### config.mk
export PLATFORM = sky130hd
export DESIGN_NAME = spanning_tree_root_election_table_top
export DESIGN_NICKNAME = d
export VERILOG_FILES = /design/src/design/strt_pkg.sv /design/src/design/strt_table.sv /design/src/design/strt_decide.sv /design/src/design/spanning_tree_root_election_table_top.sv
export VERILOG_INCLUDE_DIRS = /design/src /design/src/design
export SDC_FILE = /design/constraint.sdc
export NUM_CORES = 2
export LEC_CHECK = 0
export ABC_CLOCK_PERIOD_IN_PS = 13000
export BUFFER_PORTS_ARGS = -buffer_cell sky130_fd_sc_hd__buf_2
export CAP_MARGIN = 20
export CORE_UTILIZATION = 55
export CTS_BUF_LIST = sky130_fd_sc_hd__clkbuf_4
export DETAILED_ROUTE_END_ITERATION = 8
export GPL_ROUTABILITY_DRIVEN = 0
export PLACE_DENSITY_LB_ADDON = 0.1
export SLEW_MARGIN = 10
export SYNTH_ARGS = -nofsm -noshare
export SYNTH_HDL_FRONTEND = slang
export SYNTH_SLANG_ARGS = --single-unit
### constraint.sdc
create_clock -name clock -period 13 [get_ports clock]
set_clock_uncertainty 0.2 [all_clocks]
set_input_delay 1.95 -clock clock [delete_from_list [all_inputs] [get_ports clock]]
set_output_delay 1.95 -clock clock [all_outputs]
set_load 0.01 [all_outputs]
### src/design/spanning_tree_root_election_table_top_assert.svh
// ----------------------------------------------------------------------------
// Root election table assertion macros
// Shared forms for the concurrent checks of the root election table.
// ----------------------------------------------------------------------------
`ifndef SPANNING_TREE_ROOT_ELECTION_TABLE_TOP_ASSERT_SVH
`define SPANNING_TREE_ROOT_ELECTION_TABLE_TOP_ASSERT_SVH

// Consequent must hold in the same cycle as the antecedent.
`define STRT_ASSERT_NOW(label, clk, rst, ante, cons, msg) \
   label: assert property (@(posedge clk) disable iff (rst) (ante) |-> (cons)) \
      else $error(msg);

// Consequent must hold in the cycle after the antecedent.
`define STRT_ASSERT_NEXT(label, clk, rst, ante, cons, msg) \
   label: assert property (@(posedge clk) disable iff (rst) (ante) |=> (cons)) \
      else $error(msg);

`endif

### src/design/strt_pkg.sv
`timescale 1ns / 1ps
// ----------------------------------------------------------------------------
// Root election table package
// Field widths, the empty markers and the stored entry layout.
// ----------------------------------------------------------------------------
package strt_pkg;

   localparam int ID_W     = 7;
   localparam int LAN_W    = 8;
   localparam int DIST_W   = 8;
   localparam int SEND_W   = 8;
   localparam int MAX_IDS  = 128;

   localparam logic [DIST_W-1:0] DIST_NONE   = 8'hFF;
   localparam logic [SEND_W-1:0] SENDER_NONE = 8'hFF;

   typedef struct packed {
      logic [ID_W-1:0]   root;
      logic [DIST_W-1:0] distance;
      logic [SEND_W-1:0] sender;
      logic [LAN_W-1:0]  lan;
   } entry_type;

   typedef struct packed {
      logic      en;
      entry_type data;
   } wr_req_type;

endpackage

### src/design/strt_table.sv
`timescale 1ns / 1ps
// ----------------------------------------------------------------------------
// Root election entry table
// One entry per bridge with a registered read, per-entry valid bits and a
// bypass of the write that lands on the same edge as the read.
// ----------------------------------------------------------------------------
module strt_table
   import strt_pkg::*;
#(
   parameter int DEPTH  = 128,
   parameter int ADDR_W = 7
) (
   input  logic              clock,
   input  logic              reset,
   input  logic [ADDR_W-1:0] rd_addr,
   input  logic [ADDR_W-1:0] wr_addr,
   input  wr_req_type        wr_req,
   output entry_type         cur_entry
);

   entry_type         mem [DEPTH];
   logic [DEPTH-1:0]  valid_ff;
   entry_type         rd_data_ff;
   logic [ADDR_W-1:0] rd_addr_ff;
   logic              fwd_hit_ff;
   entry_type         fwd_data_ff;
   entry_type         reset_entry;

   always_ff @(posedge clock) begin
      if (wr_req.en) begin
         mem[wr_addr] <= wr_req.data;
      end
      rd_data_ff  <= mem[rd_addr];
      rd_addr_ff  <= rd_addr;
      fwd_data_ff <= wr_req.data;
   end

   always_ff @(posedge clock) begin
      if (reset) begin
         valid_ff   <= '0;
         fwd_hit_ff <= 1'b0;
      end else begin
         if (wr_req.en) begin
            valid_ff[wr_addr] <= 1'b1;
         end
         // The array read misses a write on the same edge; remember it.
         fwd_hit_ff <= wr_req.en && (wr_addr == rd_addr);
      end
   end

   always_comb begin
      reset_entry.root     = ID_W'(rd_addr_ff);
      reset_entry.distance = DIST_NONE;
      reset_entry.sender   = SENDER_NONE;
      reset_entry.lan      = '0;
      if (fwd_hit_ff) begin
         cur_entry = fwd_data_ff;
      end else if (valid_ff[rd_addr_ff]) begin
         cur_entry = rd_data_ff;
      end else begin
         cur_entry = reset_entry;
      end
   end

endmodule

### src/design/strt_decide.sv
`timescale 1ns / 1ps
// ----------------------------------------------------------------------------
// Root election compare
// Decides whether a message beats the stored best offer of its bridge.
// ----------------------------------------------------------------------------
module strt_decide
   import strt_pkg::*;
(
   input  entry_type         cur_entry,
   input  logic [ID_W-1:0]   msg_root,
   input  logic [DIST_W-1:0] new_distance,
   input  logic [SEND_W-1:0] msg_sender,
   output logic              take
);

   logic has_dist;
   logic has_send;
   logic same_root;

   assign has_dist  = (cur_entry.distance != DIST_NONE);
   assign has_send  = (cur_entry.sender != SENDER_NONE);
   assign same_root = (msg_root == cur_entry.root);

   always_comb begin
      take = 1'b0;
      if (msg_root < cur_entry.root) begin
         take = 1'b1;
      end else if (same_root && has_dist) begin
         if (new_distance < cur_entry.distance) begin
            take = 1'b1;
         end else if ((new_distance == cur_entry.distance) && has_send &&
                      (msg_sender < cur_entry.sender)) begin
            take = 1'b1;
         end
      end
   end

endmodule

### src/design/spanning_tree_root_election_table_top.sv
`timescale 1ns / 1ps
// Pipeline: the transaction is captured into the s1 registers while the table is
// read; s1 decides and writes the table, and the result strobe and fields load from s1.
// Throughput: one transaction per cycle, set by the single table read and write
// port; busy stays low.
// Reset clears the per-entry valid bits, so every bridge reads as its own root
// with no distance. The receiver cannot stall results.
// ----------------------------------------------------------------------------
// Spanning tree root election table
// Keeps the best root offer per bridge and reports each message's outcome.
// ----------------------------------------------------------------------------
`include "spanning_tree_root_election_table_top_assert.svh"

module spanning_tree_root_election_table_top
   import strt_pkg::*;
#(
   parameter int NUM_BRIDGES = 128
) (
   input  logic              clock,
   input  logic              reset,
   input  logic              start,
   output logic              busy,
   input  logic [ID_W-1:0]   req_dest_bridge,
   input  logic [ID_W-1:0]   req_msg_root,
   input  logic [ID_W-1:0]   req_msg_distance,
   input  logic [ID_W-1:0]   req_msg_sender,
   input  logic [LAN_W-1:0]  req_arrival_lan,
   output logic              rsp_valid,
   output logic              rsp_publish,
   output logic [ID_W-1:0]   rsp_adv_root,
   output logic [ID_W-1:0]   rsp_adv_distance,
   output logic [ID_W-1:0]   rsp_adv_sender
);

   // Only indices that fit the destination field can ever be addressed.
   localparam int ENTRY_COUNT = (NUM_BRIDGES < MAX_IDS) ? NUM_BRIDGES : MAX_IDS;
   localparam int ADDR_W      = $clog2(ENTRY_COUNT);

   logic              accept;
   logic              s1_valid_ff;
   logic              s1_in_range_ff;
   logic [ID_W-1:0]   s1_dest_ff;
   logic [ID_W-1:0]   s1_root_ff;
   logic [ID_W-1:0]   s1_dist_ff;
   logic [ID_W-1:0]   s1_sender_ff;
   logic [LAN_W-1:0]  s1_lan_ff;

   logic              rsp_valid_ff;
   logic              rsp_publish_ff;
   logic              rsp_publish_in;
   logic [ID_W-1:0]   rsp_adv_root_ff;
   logic [ID_W-1:0]   rsp_adv_root_in;
   logic [ID_W-1:0]   rsp_adv_distance_ff;
   logic [ID_W-1:0]   rsp_adv_distance_in;
   logic [ID_W-1:0]   rsp_adv_sender_ff;
   logic [ID_W-1:0]   rsp_adv_sender_in;

   entry_type         cur_entry;
   wr_req_type        wr_req;
   logic [DIST_W-1:0] new_distance;
   logic [SEND_W-1:0] msg_sender_ext;
   logic              better;
   logic              take;

   assign busy   = 1'b0;
   assign accept = start && !busy;

   always_ff @(posedge clock) begin
      if (reset) begin
         s1_valid_ff  <= 1'b0;
         rsp_valid_ff <= 1'b0;
      end else begin
         s1_valid_ff  <= accept;
         rsp_valid_ff <= s1_valid_ff;
      end
   end

   always_ff @(posedge clock) begin
      if (accept) begin
         s1_in_range_ff <= (8'(req_dest_bridge) < 8'(ENTRY_COUNT));
         s1_dest_ff     <= req_dest_bridge;
         s1_root_ff     <= req_msg_root;
         s1_dist_ff     <= req_msg_distance;
         s1_sender_ff   <= req_msg_sender;
         s1_lan_ff      <= req_arrival_lan;
      end
      rsp_publish_ff      <= rsp_publish_in;
      rsp_adv_root_ff     <= rsp_adv_root_in;
      rsp_adv_distance_ff <= rsp_adv_distance_in;
      rsp_adv_sender_ff   <= rsp_adv_sender_in;
   end

   strt_table #(
      .DEPTH  (ENTRY_COUNT),
      .ADDR_W (ADDR_W)
   ) u_table (
      .clock     (clock),
      .reset     (reset),
      .rd_addr   (req_dest_bridge[ADDR_W-1:0]),
      .wr_addr   (s1_dest_ff[ADDR_W-1:0]),
      .wr_req    (wr_req),
      .cur_entry (cur_entry)
   );

   assign new_distance   = DIST_W'(s1_dist_ff) + DIST_W'(1);
   assign msg_sender_ext = SEND_W'(s1_sender_ff);

   strt_decide u_decide (
      .cur_entry    (cur_entry),
      .msg_root     (s1_root_ff),
      .new_distance (new_distance),
      .msg_sender   (msg_sender_ext),
      .take         (better)
   );

   assign take = s1_valid_ff && s1_in_range_ff && better;

   always_comb begin
      wr_req.en            = take;
      wr_req.data.root     = s1_root_ff;
      wr_req.data.distance = new_distance;
      wr_req.data.sender   = msg_sender_ext;
      wr_req.data.lan      = s1_lan_ff;
   end

   always_comb begin
      rsp_publish_in      = take;
      rsp_adv_root_in     = take ? s1_root_ff : '0;
      rsp_adv_distance_in = '0;
      rsp_adv_sender_in   = '0;
      if (s1_in_range_ff) begin
         rsp_adv_distance_in = new_distance[ID_W-1:0];
         rsp_adv_sender_in   = s1_dest_ff;
      end
   end

   assign rsp_valid        = rsp_valid_ff;
   assign rsp_publish      = rsp_publish_ff;
   assign rsp_adv_root     = rsp_adv_root_ff;
   assign rsp_adv_distance = rsp_adv_distance_ff;
   assign rsp_adv_sender   = rsp_adv_sender_ff;

   `STRT_ASSERT_NOW(a_publish_has_strobe, clock, reset,
      rsp_publish_ff && !rsp_valid_ff, 1'b0, "publish set without a result strobe")
   `STRT_ASSERT_NOW(a_accept_gives_result, clock, reset,
      accept, ##2 rsp_valid_ff, "accepted transaction produced no result")
   `STRT_ASSERT_NEXT(a_write_publishes, clock, reset,
      wr_req.en, rsp_valid_ff && rsp_publish_ff, "table write without a published result")
   `STRT_ASSERT_NOW(a_quiet_root_zero, clock, reset,
      rsp_valid_ff && !rsp_publish_ff, rsp_adv_root_ff == '0,
      "advertised root nonzero without publish")

endmodule

### Word level (Yosys, flattened, before mapping)

Memory sizes are Yosys's and may differ from the RTL's. A register that Yosys moved wholly into a read port is not among the register bits.
Index checks and enable logic that the tools add are counted.

* add/sub/neg operators: 1
* $lt $le $gt $ge: 6
* muxes and demuxes: 12
* equal/unequal tests: 5
* reductions and logical operators: 6
* bitwise gates (word level): 1

Operators with widths (count)
* bitwise OR 128 bit: 1
* 2-to-1 mux 31 bit: 2
* < comparator 7 x 8 -> 1 bit (second input constant): 2
* inequality test 8 bit (second input constant): 2
* == test 7 bit: 2
* adder 7 x 1 -> 8 bit (second input constant): 1
* == test 8 bit: 1
* < comparator 7 x 8 -> 1 bit: 1
* < comparator 8 bit: 1
* 2-to-1 mux 1 bit: 8
* binary-select mux 1 bit (select 7 bit): 1
* demux 1 bit (select 7 bit): 1
* greater-or-equal comparator 7 x 1 -> 1 bit (second input constant): 1
* < comparator 7 bit: 1
* logical AND 1 bit: 6

* input port bits: 39
* bits in registers: 234
* memory bits (writable): 3840
* memories: 1

Memory list
* u_table.mem: depth 128, bits a word 30, rd ports 1, clocked after Yosys merged registers in 1, write ports 1, line strt_table.sv:21 `entry_type mem [DEPTH];`

### Logic depth before layout (Yosys ltp)

* depth after elaboration: 14
* gate-level depth with buffers: 21
* mapped depth without buffers: 15

### Modules after synthesis

A second synthesis with hierarchy kept.

* cells, all modules: 6614
* area, all modules: 159932.1 um^2

By module, submodules not included
* strt_table: instances 1, cells an instance 6443, seq. area each 123118.1 um^2, area each 157592.4 um^2
* spanning_tree_root_election_table_top: instances 1, cells an instance 87, seq. area each 1561.5 um^2, area each 1739.2 um^2
* strt_decide: instances 1, cells an instance 84, seq. area each 0.0 um^2, area each 600.6 um^2

### Worst setup path after synthesis

No wires, ideal clock.

* kind: flip-flop to flip-flop
* start point: register s1_dist_ff[0]
* end point: memory u_table.mem[77][10] in the netlist's numbering, enable pin
* buffers on the path: 2
* path slack: 3891 ps
* cell stages (with the launch flop): 12
* data required time: 12335 ps
* arrival time: 8444 ps
* cell sequence: edfxtp_1 ha_1 nand3_1 xnor2_1 ha_1 nor2_1 a211o_1 a21oi_1 o21a_1 clkbuf_1 clkbuf_1 nor4b_1

* longest elaborated chain between the ends: 11
* elaborated cells on any way between the ends: 12

Ends and longest elaborated chain
* from (decl): line spanning_tree_root_election_table_top.sv:44 `logic [ID_W-1:0] s1_dist_ff;`
* from (signal assigned): line spanning_tree_root_election_table_top.sv:83 `s1_dist_ff <= req_msg_distance;`
* adder 7 x 1 -> 8 bit (*): line spanning_tree_root_election_table_top.sv:105 `assign new_distance = DIST_W'(s1_dist_ff) + DIST_W'(1);`
* named net new_distance[4]: line spanning_tree_root_election_table_top.sv:60 `logic [DIST_W-1:0] new_distance;`
* branches (longest 4 deep; another with < comparator 8 bit)
* 2-to-1 mux 1 bit (*): line strt_decide.sv:29 `if (new_distance < cur_entry.distance) begin`
* 2-to-1 mux 1 bit (*): line strt_decide.sv:28 `end else if (same_root && has_dist) begin`
* 2-to-1 mux 1 bit (*): line strt_decide.sv:26 `if (msg_root < cur_entry.root) begin`
* logical AND 1 bit (*): line spanning_tree_root_election_table_top.sv:116 `assign take = s1_valid_ff && s1_in_range_ff && better;`
* 2-to-1 mux 1 bit (*): line strt_table.sv:30 `if (wr_req.en) begin`
* 2-to-1 mux 1 bit (not written as such) (*): line strt_table.sv:31 `mem[wr_addr] <= wr_req.data;`
* to (decl): line strt_table.sv:21

Mark *: on every way through the listed nets, which the timed path passes.

### Worst setup path after layout

* start point: register u_table.rd_addr_ff[1]
* end point: memory u_table.mem[87][16] in the netlist's numbering, enable pin

* longest elaborated chain between the ends: 14
* elaborated cells on any way between the ends: 21

Ends and longest elaborated chain
* from (decl): line strt_table.sv:24 `logic [ADDR_W-1:0] rd_addr_ff;`
* from (signal assigned): line strt_table.sv:34 `rd_addr_ff <= rd_addr;`
* binary-select mux 1 bit (select 7 bit): line strt_table.sv:58 `end else if (valid_ff[rd_addr_ff]) begin`
* 2-to-1 mux 1 bit (not written as such): line strt_table.sv:58
* 2-to-1 mux 31 bit (*): line strt_table.sv:58
* 2-to-1 mux 31 bit (*): line strt_table.sv:56 `if (fwd_hit_ff) begin`
* branches (longest 6 deep; another with < comparator 7 x 8 -> 1 bit)
* 2-to-1 mux 1 bit (*): line strt_decide.sv:26
* logical AND 1 bit (*): line spanning_tree_root_election_table_top.sv:116
* 2-to-1 mux 1 bit (*): line strt_table.sv:30
* 2-to-1 mux 1 bit (not written as such) (*): line strt_table.sv:31

Mark *: on every way between the ends. The select of a mux whose other input is x is not followed.

==> flow_summary_export.csv <==
group,metric,value,unit
finish,final_cell_mix,"edfxtp_1, clkbuf_4, mux4_2, buf_4, dfxtp_1",
status,outcome,"finished clean",
worst_setup_path,crit_fanout,70,
logic_synthesis,syn_nets,5241,
clock_tree,postCtsResizedCells,0,
worst_setup_path,cp-end-kind,"flip-flop",
clock_tree,clk_latency,1470,ps
worst_setup_path,required,13880,ps
clock_tree,cts.htree.levels,6,
clock_tree,cts_root_buf,"clkbuf_4",
clock_tree,cts_tree,"built",
finish,nFillCells,15000,
power_and_ir_drop,p_total,20.0,mW
clock_tree,clock-sinks,3041,
detailed_routing,viasPerCell,6.29,
timing,layout_setup_ws,5630,ps
logic_synthesis,yosysSeqAreaShare,0.757,
finish,postLayoutCellArea,132000,um^2
clock_tree,hold_buffers,0,
finish,area_growth,12.3,%
floorplanning,start_util,0.555,
clock_tree,cts_buffers,766,
logic_synthesis,ys_ff_latch,3041,
grt,grt_pass1_wl,412000,um
grt,grt_usage,0.268,
detailed_routing,drt_iter0_markers,6444,
timing,worst_pin_slew,1140,ps
timing,setup_viol,0,
worst_setup_path,path_cells,"nor2_1 > buf_6 > a22oi_1 > a211oi_1 > o41a_1 > nor4_2 > mux2_2 > mux2i_1 > ha_1 > nor2b_1 > o21ai_0 > nand2b_1 > a21oi_1 > o21ai_0 > o21a_4 > buf_4 > nor4b_2 > buf_4",
logic_synthesis,synthArstFlopShare,0,
worst_setup_path,slowest_delay,950,ps
grt,overflow,0,
detailed_routing,drcViolationCount,0,
placement,dpl-instance-area,123000,um^2
placement,port_buffers,53,
grt,grt_pass1_vias,59800,
detailed_routing,drt_wl_total,287000,um
worst_setup_path,cp_data_arrival_time,8260,ps
logic_synthesis,synth.distinct_cells,54,
placement,dp_slack,5850,ps
timing,clock.fmax,0.136,GHz
clock_tree,clk_pin_slew_worst_paths,70,ps
clock_tree,post_cts_buffers,0,
finish,final_nets,5930,
worst_hold_path,min_path_type,"reg2reg",
finish,final_common_cell,"edfxtp_1",
timing,fin_crit_sh,0.567,
logic_synthesis,synthFlopType,"edfxtp_1",
power_and_ir_drop,cellPowerDensity,151,nW/um^2
worst_setup_path,worstSetupPathType,"reg2reg",
detailed_routing,wl_per_cell,31.1,um
timing,finalHoldViolations,0,
finish,final_util,0.623,
logic_synthesis,syn-cell-area,118000,um^2
detailed_routing,num_vias,58100,
timing,timing.final.crit_period,7370,ps
floorplanning,dieArea,216000,um^2
logic_synthesis,synthCells,5180,
finish,drive_gt1_frac,0.413,
timing,maxSlewHeadroom,0.235,
worst_setup_path,cp-start-kind,"flip-flop",
job,cap_violations,0,
placement,hpwlAfterDp,153000,um
detailed_routing,first_pass_iters,5,
power_and_ir_drop,vdd_drop_max,0.108,mV
worst_setup_path,cp_slowest_cell,"dfxtp_1",
logic_synthesis,yosysWarnings,0,
floorplanning,ios,63,
floorplanning,rows,169,
power_and_ir_drop,leakagePower,42.2,nW
floorplanning,die_x,465,um
logic_synthesis,avgSynthCellArea,22.8,um^2
grt,antenna_found_initial,21,
timing,rsz0062_at_grt,"false",
floorplanning,die_y,465,um
logic_synthesis,synth_edf_count,2844,
floorplanning,design.core.area,213000,um^2
clock_tree,clock_path_buffers,4,
timing,fin_tns_setup,0,ps
detailed_routing,ant_nets,0,
grt,grt_max_degree,147,
timing,drv_slew,0,
[registers in the layout, indices dropped and copies added, names as in the netlist, 7 cells and up]
register,cells
u_table.rd_addr_ff,7
s1_dist_ff,7
s1_sender_ff,7
u_table.fwd_data_ff,22
s1_root_ff,7
rsp_adv_sender,7
s1_dest_ff,7
rsp_adv_root,7
u_table.mem,2816
u_table.rd_data_ff,22
u_table.valid_ff,128
[metal layers]
layer,vias to the layer above,global-route usage,routed length [um],share of wire
met4,4,0.0935,7690,0.027
met2,2423,0.417,140000,0.49
met3,395,0.0578,22300,0.078
met5,-,0,30,0.00010
li1,24000,-,-,-
met1,31300,0.382,118000,0.41
[synth_stat cells (19+ instances only)]
| cell type | instances | share of area |
|---|---|---|
| inv_1 | 31 | 0.00099 |
| o31ai_1 | 80 | 0.0051 |
| nor4_1 | 67 | 0.0036 |
| nand2b_1 | 109 | 0.0058 |
| nor4b_1 | 66 | 0.0049 |
| clkbuf_1 | 248 | 0.0079 |
| mux2_2 | 26 | 0.0025 |
| dfxtp_1 | 197 | 0.033 |
| o21ai_0 | 19 | 0.00081 |
| nor2_1 | 21 | 0.00067 |
| buf_1 | 54 | 0.0017 |
| or2_2 | 110 | 0.0058 |
| mux4_2 | 929 | 0.18 |
| mux2i_1 | 48 | 0.0041 |
| edfxtp_1 | 2844 | 0.72 |
| nand2_1 | 78 | 0.0025 |
| ha_1 | 22 | 0.0023 |
| o32ai_1 | 28 | 0.0021 |
[through the flow]
stage,std cells,hold WS [ps]
floorplan,5180,146
global placement,7918,232
detailed placement,7920,243
CTS,9226,255
global route,9235,277
finish,9245,256
[report_power, final]
group	switching, mW	internal (mW)	total, mW
registers	0.0461	10.8	10.9
clock network	3.70	4.09	7.79
logic	0.899	0.418	1.32
total	4.65	15.3	20.0
[critical path: cells and delay by family (launching register included)]
family	cells	cell delay [ps]
AO/OA/AOI/OAI	7	2080
adder cells (fa/ha/maj)	1	170
buffers and inverters	3	1400
flip-flops	1	950
multiplexers	2	570
AND/OR/NAND/NOR	5	1520
[kinds of logic (layout without fill, tap and decap cells)]
group | Yosys count | count (layout) | synth area share
other cells | 1 | 18 | 0.0000318
mux | 1010 | 1010 | 0.185
fa+ha+maj | 22 | 22 | 0.00233
simple gates | 515 | 515 | 0.0267
buf+inv | 379 | 1606 | 0.0140
compound gates | 200 | 200 | 0.0134
xor+xnor | 12 | 12 | 0.000891
flops | 3041 | 3041 | 0.757
[layout make-up]
class	count	area (um^2)	area share
diodes	17	42.5	0.000321
clock buffers	1116	8380	0.0632
clock inverters	190	990	0.00747
inverters	31	119	0.000897
multi-input cells	1760	27900	0.211
flip-flops and latches	3041	89300	0.674
well taps	2821	3530	0.0266
repair buffers	269	2150	0.0163
[path summary, 6_finish.rpt]
path                         start                    to  cells past startpoint  slack [ps]
max          u_table.rd_addr_ff[1]   u_table.mem[87][16]                     18        5630
min           u_table.valid_ff[80]  u_table.valid_ff[80]                      2         260
min reg2reg   u_table.valid_ff[80]  u_table.valid_ff[80]                      2         260
max reg2reg  u_table.rd_addr_ff[1]   u_table.mem[87][16]                     18        5630
Note: power is estimated with default switching activity, not from simulation.
